File: src/design/rgd_pkg.sv
// ============================================================================
// rgd_pkg: shared types and constants of the RDS group decoder
// Record and result layouts, group codes and time arithmetic constants.
// ============================================================================
package rgd_pkg;

	localparam int NAME_LEN   = 8;
	localparam int TEXT_LEN   = 64;
	localparam int ROW_CHARS  = 4;
	localparam int TEXT_ROWS  = TEXT_LEN / ROW_CHARS;
	localparam int ROW_IDX_W  = $clog2(TEXT_ROWS);
	localparam int TEXT_IDX_W = $clog2(TEXT_LEN);

	localparam int IN_W  = 104;
	localparam int OUT_W = 104;

	localparam logic [4:0] GROUP_0A = 5'd0;
	localparam logic [4:0] GROUP_2A = 5'd4;
	localparam logic [4:0] GROUP_4A = 5'd8;

	localparam logic [7:0] FILL_CHAR = 8'h2E;

	localparam logic [12:0] DAY_MINUTES  = 13'd1440;
	localparam logic [10:0] HOUR_MINUTES = 11'd60;
	localparam logic [9:0]  HALF_HOUR    = 10'd30;
	// floor(x * 1093 / 2^16) equals floor(x / 60) for every x below 1440.
	localparam logic [21:0] HOUR_RECIP   = 22'd1093;
	localparam int          RECIP_SHIFT  = 16;

	typedef logic [ROW_CHARS-1:0][7:0] text_row_t;

	typedef struct packed {
		logic [7:0]            resp_status1;
		logic [7:0]            resp_status2;
		logic [7:0]            fifo_used;
		logic [15:0]           block_a;
		logic [15:0]           block_b;
		logic [15:0]           block_c;
		logic [15:0]           block_d;
		logic [7:0]            block_errors;
		logic [TEXT_IDX_W-1:0] read_index;
	} rec_t;

	typedef struct packed {
		logic        record_valid;
		logic [15:0] pi_code;
		logic        pi_changed;
		logic [63:0] station_name;
		logic        name_ready;
		logic [4:0]  local_hours;
		logic [5:0]  local_minutes;
		logic [7:0]  text_char;
	} res_t;

endpackage

File: src/design/rgd_time.sv
// ============================================================================
// rgd_time: local time decoder
// Applies the half-hour offset to the UTC time and wraps it into one day.
// ============================================================================
module rgd_time (
	input  logic [4:0] utc_hour,
	input  logic [5:0] utc_minute,
	input  logic [4:0] offset,
	input  logic       offset_neg,
	output logic [4:0] hours,
	output logic [5:0] minutes
);
	import rgd_pkg::*;

	logic [10:0]        base;
	logic [9:0]         off_min;
	logic signed [12:0] total;
	logic [12:0]        wrapped;
	logic [10:0]        day_min;
	logic [21:0]        prod;
	logic [10:0]        min_full;

	always_comb begin
		base    = 11'(utc_hour) * HOUR_MINUTES + 11'(utc_minute);
		off_min = 10'(offset) * HALF_HOUR;
		if (offset_neg) begin
			total = $signed({2'b00, base}) - $signed({3'b000, off_min});
		end else begin
			total = $signed({2'b00, base}) + $signed({3'b000, off_min});
		end
		// The sum lies within one day either side, so one correction suffices.
		if (total[12]) begin
			wrapped = 13'(total) + DAY_MINUTES;
		end else if (13'(total) >= DAY_MINUTES) begin
			wrapped = 13'(total) - DAY_MINUTES;
		end else begin
			wrapped = 13'(total);
		end
		day_min  = wrapped[10:0];
		prod     = 22'(day_min) * HOUR_RECIP;
		hours    = prod[RECIP_SHIFT +: 5];
		min_full = day_min - 11'(hours) * HOUR_MINUTES;
		minutes  = min_full[5:0];
	end

endmodule

File: src/design/rgd_state.sv
// ============================================================================
// rgd_state: decoder state and per-record update
// Holds PI, station name, radiotext and time, and forms the result of a record.
// ============================================================================
module rgd_state (
	input  logic          clk,
	input  logic          arst_n,
	input  logic          upd,
	input  rgd_pkg::rec_t rec,
	output rgd_pkg::res_t res
);
	import rgd_pkg::*;

	logic [15:0] pi_q;
	logic [7:0]  name_q [NAME_LEN];
	logic [7:0]  prev_q [NAME_LEN];
	text_row_t   text_q [TEXT_ROWS];
	logic [4:0]  hour_q;
	logic [5:0]  minute_q;

	logic [7:0]  name_base [NAME_LEN];
	logic [7:0]  name_d [NAME_LEN];
	logic [7:0]  prev_d [NAME_LEN];
	logic        ok;
	logic        changed;
	logic [4:0]  group;
	logic        wr_name;
	logic        wr_text;
	logic        wr_time;
	text_row_t   new_row;
	text_row_t   rd_row_val;
	logic [ROW_IDX_W-1:0] rd_row;
	logic [4:0]  time_hours;
	logic [5:0]  time_minutes;
	logic        has_fill;
	logic        differs;
	logic [63:0] name_flat;

	rgd_time u_time (
		.utc_hour   ({rec.block_c[0], rec.block_d[15:12]}),
		.utc_minute (rec.block_d[11:6]),
		.offset     (rec.block_d[4:0]),
		.offset_neg (rec.block_d[5]),
		.hours      (time_hours),
		.minutes    (time_minutes)
	);

	always_comb begin
		ok = rec.resp_status1[0] && !rec.resp_status1[1] && !rec.resp_status2[2]
			&& (rec.fifo_used != 8'd0)
			&& (rec.block_errors[1:0] != 2'b11) && (rec.block_errors[3:2] != 2'b11)
			&& (rec.block_errors[5:4] != 2'b11) && (rec.block_errors[7:6] != 2'b11);
		changed = ok && (rec.block_a != pi_q);
		group   = rec.block_b[15:11];
		wr_name = ok && (group == GROUP_0A);
		wr_text = ok && (group == GROUP_2A);
		wr_time = ok && (group == GROUP_4A);
		new_row = {rec.block_c, rec.block_d};

		has_fill  = 1'b0;
		differs   = 1'b0;
		name_flat = '0;
		for (int k = 0; k < NAME_LEN; k++) begin
			name_base[k] = changed ? FILL_CHAR : name_q[k];
			// The displaced pair is the one after any refill.
			if (wr_name && (2'(k >> 1) == rec.block_b[1:0])) begin
				name_d[k] = (k % 2 == 1) ? rec.block_d[7:0] : rec.block_d[15:8];
				prev_d[k] = name_base[k];
			end else begin
				name_d[k] = name_base[k];
				prev_d[k] = prev_q[k];
			end
			if (name_d[k] == FILL_CHAR) begin
				has_fill = 1'b1;
			end
			if (name_d[k] != prev_d[k]) begin
				differs = 1'b1;
			end
			name_flat[8*(NAME_LEN-1-k) +: 8] = name_d[k];
		end

		rd_row = rec.read_index[TEXT_IDX_W-1:2];
		if (wr_text && (rec.block_b[3:0] == rd_row)) begin
			rd_row_val = new_row;
		end else if (changed) begin
			rd_row_val = {ROW_CHARS{FILL_CHAR}};
		end else begin
			rd_row_val = text_q[rd_row];
		end

		res.record_valid  = ok;
		res.pi_code       = changed ? rec.block_a : pi_q;
		res.pi_changed    = changed;
		res.station_name  = name_flat;
		res.name_ready    = !has_fill && differs;
		res.local_hours   = wr_time ? time_hours : hour_q;
		res.local_minutes = wr_time ? time_minutes : minute_q;
		res.text_char     = rd_row_val[2'd3 - rec.read_index[1:0]];
	end

	always_ff @(posedge clk or negedge arst_n) begin
		if (!arst_n) begin
			pi_q     <= '0;
			hour_q   <= '0;
			minute_q <= '0;
			for (int k = 0; k < NAME_LEN; k++) begin
				name_q[k] <= '0;
				prev_q[k] <= '0;
			end
			for (int r = 0; r < TEXT_ROWS; r++) begin
				text_q[r] <= '0;
			end
		end else if (upd) begin
			if (changed) begin
				pi_q <= rec.block_a;
			end
			if (wr_time) begin
				hour_q   <= time_hours;
				minute_q <= time_minutes;
			end
			for (int k = 0; k < NAME_LEN; k++) begin
				name_q[k] <= name_d[k];
				prev_q[k] <= prev_d[k];
			end
			for (int r = 0; r < TEXT_ROWS; r++) begin
				if (wr_text && (rec.block_b[3:0] == 4'(r))) begin
					text_q[r] <= new_row;
				end else if (changed) begin
					text_q[r] <= {ROW_CHARS{FILL_CHAR}};
				end
			end
		end
	end

endmodule

File: src/design/rds_group_decoder.sv
// ============================================================================
// rds_group_decoder: RDS group 0A/2A/4A decoder
// Stream wrapper with an input register and a result register.
// ============================================================================
// One tuner RDS status record enters per transaction on the s_ channel and
// produces exactly one result transaction on the m_ channel. Invalid records
// leave the state untouched and are reported with record_valid low.
// A record is captured in the input register, decoded by one pass of
// combinational logic, and lands in the result register together with the
// state update.
// Throughput is one record per cycle while the receiver accepts results: the
// input register refills in the same cycle as it hands its record on, set
// only by the decode pass to the result register.
// When the receiver holds m_tready low, the result stays in place, the input
// register still takes one more record, and s_tready falls only once both are
// full. Reset empties both registers and clears the PI code, name, radiotext
// and time to zero.
// ============================================================================
module rds_group_decoder (
	input  logic                    clk,
	input  logic                    arst_n,
	input  logic                    s_tvalid,
	output logic                    s_tready,
	// resp_status1, resp_status2, fifo_used, block_a, block_b, block_c,
	// block_d, block_errors, read_index, zero padding
	input  logic [rgd_pkg::IN_W-1:0]  s_tdata,
	output logic                    m_tvalid,
	input  logic                    m_tready,
	// record_valid, pi_code, pi_changed, station_name, name_ready,
	// local_hours, local_minutes, text_char, zero padding
	output logic [rgd_pkg::OUT_W-1:0] m_tdata
);
	import rgd_pkg::*;

	logic s1_valid;
	rec_t rec_s1;
	rec_t rec_in;
	res_t res;
	res_t res_s2;
	logic out_free;
	logic adv;

	assign rec_in.resp_status1 = s_tdata[7:0];
	assign rec_in.resp_status2 = s_tdata[15:8];
	assign rec_in.fifo_used    = s_tdata[23:16];
	assign rec_in.block_a      = s_tdata[39:24];
	assign rec_in.block_b      = s_tdata[55:40];
	assign rec_in.block_c      = s_tdata[71:56];
	assign rec_in.block_d      = s_tdata[87:72];
	assign rec_in.block_errors = s_tdata[95:88];
	assign rec_in.read_index   = s_tdata[101:96];

	assign out_free = !m_tvalid || m_tready;
	assign adv      = s1_valid && out_free;
	assign s_tready = !s1_valid || out_free;

	rgd_state u_state (
		.clk    (clk),
		.arst_n (arst_n),
		.upd    (adv),
		.rec    (rec_s1),
		.res    (res)
	);

	always_ff @(posedge clk or negedge arst_n) begin
		if (!arst_n) begin
			s1_valid <= 1'b0;
			m_tvalid <= 1'b0;
		end else begin
			if (s_tready) begin
				s1_valid <= s_tvalid;
			end
			if (out_free) begin
				m_tvalid <= s1_valid;
			end
		end
	end

	always_ff @(posedge clk) begin
		if (s_tvalid && s_tready) begin
			rec_s1 <= rec_in;
		end
		if (adv) begin
			res_s2 <= res;
		end
	end

	assign m_tdata = {2'b00, res_s2.text_char, res_s2.local_minutes, res_s2.local_hours,
		res_s2.name_ready, res_s2.station_name, res_s2.pi_changed, res_s2.pi_code,
		res_s2.record_valid};

endmodule
File: config.mk
export PLATFORM = sky130hd
export DESIGN_NAME = rds_group_decoder
export DESIGN_NICKNAME = d
export VERILOG_FILES = /design/src/design/rgd_pkg.sv /design/src/design/rgd_time.sv /design/src/design/rgd_state.sv /design/src/design/rds_group_decoder.sv
export SDC_FILE = /design/constraint.sdc
export NUM_CORES = 2
export LEC_CHECK = 0
export BUFFER_PORTS_ARGS = -buffer_cell sky130_fd_sc_hd__buf_2
export CAP_MARGIN = 30
export CORE_MARGIN = 1.5
export CORE_UTILIZATION = 39
export DETAILED_ROUTE_END_ITERATION = 12
export SYNTH_ARGS = -nofsm -noshare
export SYNTH_HDL_FRONTEND = slang
export SYNTH_SLANG_ARGS = --single-unit
File: constraint.sdc
create_clock -name clk -period 14.1 [get_ports clk]
set_input_delay 0.705 -clock clk [delete_from_list [all_inputs] [get_ports clk]]
set_output_delay 0.705 -clock clk [all_outputs]
set_load 0.03 [all_outputs]
# Word-level counts from Yosys, hierarchy flattened
# Index checks and enable logic that the tools add are counted.
[totals]
reg_bits = 862
input_bits = 108
out_inout_bits = 106
wordCells = 307
[op_classes]
addsub = 7
mul = 4
n_lt_le_gt_ge = 3
n_eq_ne = 42
mux = 70
bitwise_logic = 1
n_reduce_logical = 78
[op_table]
columns = ["operator", "n"]
rows = [
  ["two-way mux 32 bit", 21],
  ["two-way mux 8 bit", 25],
  ["binary-select mux 32 bit (select 4 bit)", 1],
  ["equality test 8 x 6 -> 1 bit, second input constant", 8],
  ["inequality test 8 bit", 8],
  ["logical AND 1 bit", 35],
  ["equality test 4 bit, second input constant", 8],
  ["AND reduction 2 bit", 16],
  ["nonzero test 2 bit", 16],
  ["two-way mux 11 bit", 2],
  ["multiplier 11 x 11 -> 21 bit, second input constant", 1],
  ["multiplier 5 x 4 -> 9 bit, second input constant", 2],
  ["binary-select mux 8 bit (select 2 bit)", 1],
  ["equality test 4 x 3 -> 1 bit, second input constant", 4],
  ["two-way mux 1 bit", 16],
  ["two-way mux 16 bit", 1],
  ["inequality test 16 bit", 1],
  ["greater-or-equal comparator 13 x 11 -> 1 bit, second input constant", 1],
  ["two-way mux 13 bit", 1],
  ["adder 11 x 10 -> 12 bit", 1],
  ["subtractor 11 x 10 -> 12 bit", 1],
  ["adder 11 bit, second input constant", 1],
  ["adder 11 x 6 -> 11 bit", 1],
  ["subtractor 11 bit, second input constant", 1],
  ["22 further kinds", 32],
]

# Depth between registers and ports, before layout
[depth]
ltp_word = 22
mapped_depth = 47
depth_no_buf = 44

# Hierarchy
# A second synthesis with hierarchy kept.
[hier_totals]
cells_unflattened = 4050
hier_area_um2 = 43165.1
[by_module_without_submodules]
columns = ["module", "n_inst", "cells_each", "area_per_inst_um2", "seq_area_each_um2"]
rows = [
  ["rgd_state", 1, 3433, 33284.4, 16691.0],
  ["rds_group_decoder", 1, 215, 6248.5, 6175.9],
  ["rgd_time", 1, 402, 3632.2, 0.0],
]

# Least setup slack after synthesis
# No wires, ideal clock.
[synth_path]
path_type = "register -> register"
startpoint = "register rec_s1[17] in the netlist's numbering"
endpoint = "register res_s2 (netlist bit m_tdata[93]) (data pin)"
setup_time_ns = 0.262
arrival_ns = 9.953
required_time_ns = 13.838
setup_slack_ns = 3.885
stages_incl_launch_ff = 43
path_buffers = 5
synth_period_minus_slack_ns = 10.215
cell_sequence = "edfxtp_1 clkbuf_1 inv_1 clkbuf_1 clkbuf_1 fa_1 fa_1 inv_1 ha_1 xnor2_1 ha_1 buf_2 inv_1 or4_1 a311oi_1 a311oi_1 xnor2_1 a31o_2 [... 7 more ...] inv_1 ha_1 ha_1 ha_1 nand3_1 o311ai_0 nand2_1 xnor2_1 ha_1 ha_1 ha_1 inv_1 ha_1 a21oi_1 xnor2_1 xnor3_1 xnor2_1 o21ai_0"
[synth_rtl]
columns = ["element", "line", "text"]
rows = [
  ["start: declaration", "rds_group_decoder.sv:36", "rec_t rec_s1;"],
  ["start signal: assignment", "rds_group_decoder.sv:81", "rec_s1 <= rec_in;"],
  ["end signal: assignment", "rds_group_decoder.sv:84", "res_s2 <= res;"],
  ["end: declaration", "rds_group_decoder.sv:39", "res_t res_s2;"],
]

==> reports/metrics.csv <==
stage;metric;value;unit
sta;slew_headroom;31.1;%
global_route;grt.total_usage;23.8;%
global_route;grt_pass1_vias;31000;
logic_synthesis;netlist_area;42000;µm²
logic_synthesis;yosysWarnings;0;
logic_synthesis;yosysTopAreaCell;dfrtp_1;
final_layout;antenna_cells;0;
placement;place_congestion;0.894;
routing;vias_per_cell;5.80;
logic_synthesis;yosysTopAreaCellShare;39.9;%
min_path;min_path_type;in2async;
logic_synthesis;synthDistinctLibCells;78;
die;num_rows;120;
sta;slew_viol_final;0;
cts;htree_levels;3;
die;die_h;331;µm
placement;portBuffers;189;
routing;first_pass_iters;6;
global_route;grt_overflow_total;0;
logic_synthesis;ys_seq_area_share;53.1;%
sta;max_freq;0.0863;GHz
routing;ant_nets;0;
global_route;antenna_found_initial;2;
logic_synthesis;synthTopCellsByArea;dfrtp_1, edfxtp_1, mux4_2, nand2_1, o21ai_0;
final_layout;final_cell_mix;dfrtp_1, nand2_1, nor2_1;
sta;setup_viol;0;
sta;skew;0.0418;ns
setup_path;cp-start-kind;register;
global_route;grt_pass1_wl;197;mm
cts;numCtsBuffers;94;
global_route;met2_usage;37.2;%
setup_path;arrival;12.00;ns
cts;cts_setup_buffers;0;
final_layout;fin_nets;4204;
setup_path;critPathRequiredTime;14.52;ns
die;initial_core_util;39.3;%
sta;rsz0062_at_grt;false;
die;core_area;107000;µm²
cts;cts.clk_slew.worst_paths;0.06;ns
setup_path;r2r_setup_slack;2.52;ns
logic_synthesis;synthFlopType;dfrtp_1;
cts;cts_hold_buffers;0;
placement;hpwlAfterDp;83.0;mm
logic_synthesis;synth_edf_count;184;
routing;drc;0;
die;fp.dieW;331;µm
global_route;use_met3;4.99;%
final_layout;syn2layout_area_growth;14.2;%
cts;post_cts_resized;0;
logic_synthesis;async_reset_ff_share;78.4;%
global_route;busiest_layer;met2;
final_layout;finalInstanceArea;47900;µm²
sta;hold_viol;0;
final_layout;layout_commonest_cell;dfrtp_1;
routing;wl;131;mm
die;dieArea;110000;µm²
setup_path;slowest_delay;0.78;ns
cts;cts.sink_count;853;
setup_path;reg2reg_to;m_tdata[93];
status;outcome;complete, no violations;
sta;holdWs;0.0563;ns
final_layout;drive_above_1_share;17.0;%
routing;wire_per_inst;24.0;µm
final_layout;fillers;9971;
flow_run;cap_viol_max_count;0;
sta;fin_crit;11.58;ns
final_layout;multi_input_area;18300;µm²
sta;setup_tns;0;ns
die;ios;214;
logic_synthesis;avgSynthCellArea;10.8;µm²
final_layout;fin_util;44.8;%
cts;cts_tree;done;
setup_path;crit_top_cell;ha_1;
setup_path;cp_max_fo;18;
placement;placed_area;44700;µm²
setup_path;crit_slowest_cell;fa_1;
cts;cts.root.buffer_cell;clkbuf_16;
setup_path;startpoint;rec_s1[27];
logic_synthesis;ys_ff_latch;853;
sta;tightest_slew;1.03;ns
routing;drtIter0Drc;3428;
routing;dr_total_vias;31600;
setup_path;reg2reg_depth;41;
global_route;grt.met1_usage;33.6;%
setup_path;r2r-start;rec_s1[27];
setup_path;critPathKind;reg2reg;
final_layout;regArea;22300;µm²
setup_path;crit_path_end_kind;register;
logic_synthesis;synthCells;3876;
cts;clock_path_buffers;3;
sta;finalCritPeriodShare;82.2;%
global_route;grt_max_degree;157;
cts;insertion_delay;0.70;ns
## critical path: cells and delay by family (launching register included)
family	cells	cell delay, ns
xor+xnor	7	1.81
buf+inv	6	1.28
fa+ha+maj	13	4.56
flops	1	0.34
simple gates	5	0.52
compound gates	10	2.80
## cell families (layout without fill, tap and decap cells)
logic type                 Yosys count  in the layout  synth area share (%)
and+or+nand+nor                   1342           1342                  13.8
DFF                                853            853                  53.1
AOI/OAI and AO/OA                  811            811                  12.3
buffers and inverters              407            572                  3.68
muxes                              244            244                  10.9
adders and majority gates          134            134                  4.42
xor gates and xnor gates            84             84                  1.82
other                                1              2               0.00894
## sequential cells by signal, indices dropped and copies added (netlist names), 5 cells and up
name / count
u_state.text_q: 512
u_state.name_q: 64
u_state.minute_q: 6
m_tdata: 102
rec_s1: 82
u_state.pi_q: 16
u_state.hour_q: 5
u_state.prev_q: 64
## area by class of cell
type	count	share of cell area [%]
Sequential cell	853	46.5
Multi-Input combinational cell	2617	38.1
Clock buffer	142	5.73
Timing Repair Buffer	299	4.30
Tap cell	1403	3.66
Clock inverter	34	0.929
Inverter	97	0.775
## stage by stage
step / std cells / setup WS [ns]
after global routing: 5445 / 1.72
after CTS: 5442 / 2.49
final: 5445 / 2.52
after floorplan: 3877 / 3.88
after global placement: 5250 / 2.53
after detailed placement: 5266 / 2.61
## synthesized netlist by cell type, types with 70 or more instances
library cell	instances
dfrtp_1	669
clkbuf_1	252
o21ai_0	303
o22a_1	89
nor2_1	350
nand3_1	137
inv_1	93
nor3_1	149
a22o_1	70
a21oi_1	166
edfxtp_1	184
mux4_2	167
nand2_1	587
ha_1	110
## layer usage
layer  routed length, µm  vias up
li1                    -    14100
met1               55300    16000
met3               11100      255
met4                3750        2
met2               60500     1294
met5                   9        -
## worst max-delay path by stage
stage / slack, ns / end / cells past startpoint
finish: 2.52 / m_tdata[93] / 41
global route: 1.72 / m_tdata[93] / 41
CTS: 2.49 / m_tdata[93] / 41
detailed placement: 2.61 / m_tdata[93] / 41
global placement: 2.53 / m_tdata[93] / 40
floorplan: 3.88 / m_tdata[93] / 42
Power is left out: the tool's default activity adds up to more than one toggle a clock period on the data nets, which glitch-free logic cannot reach.
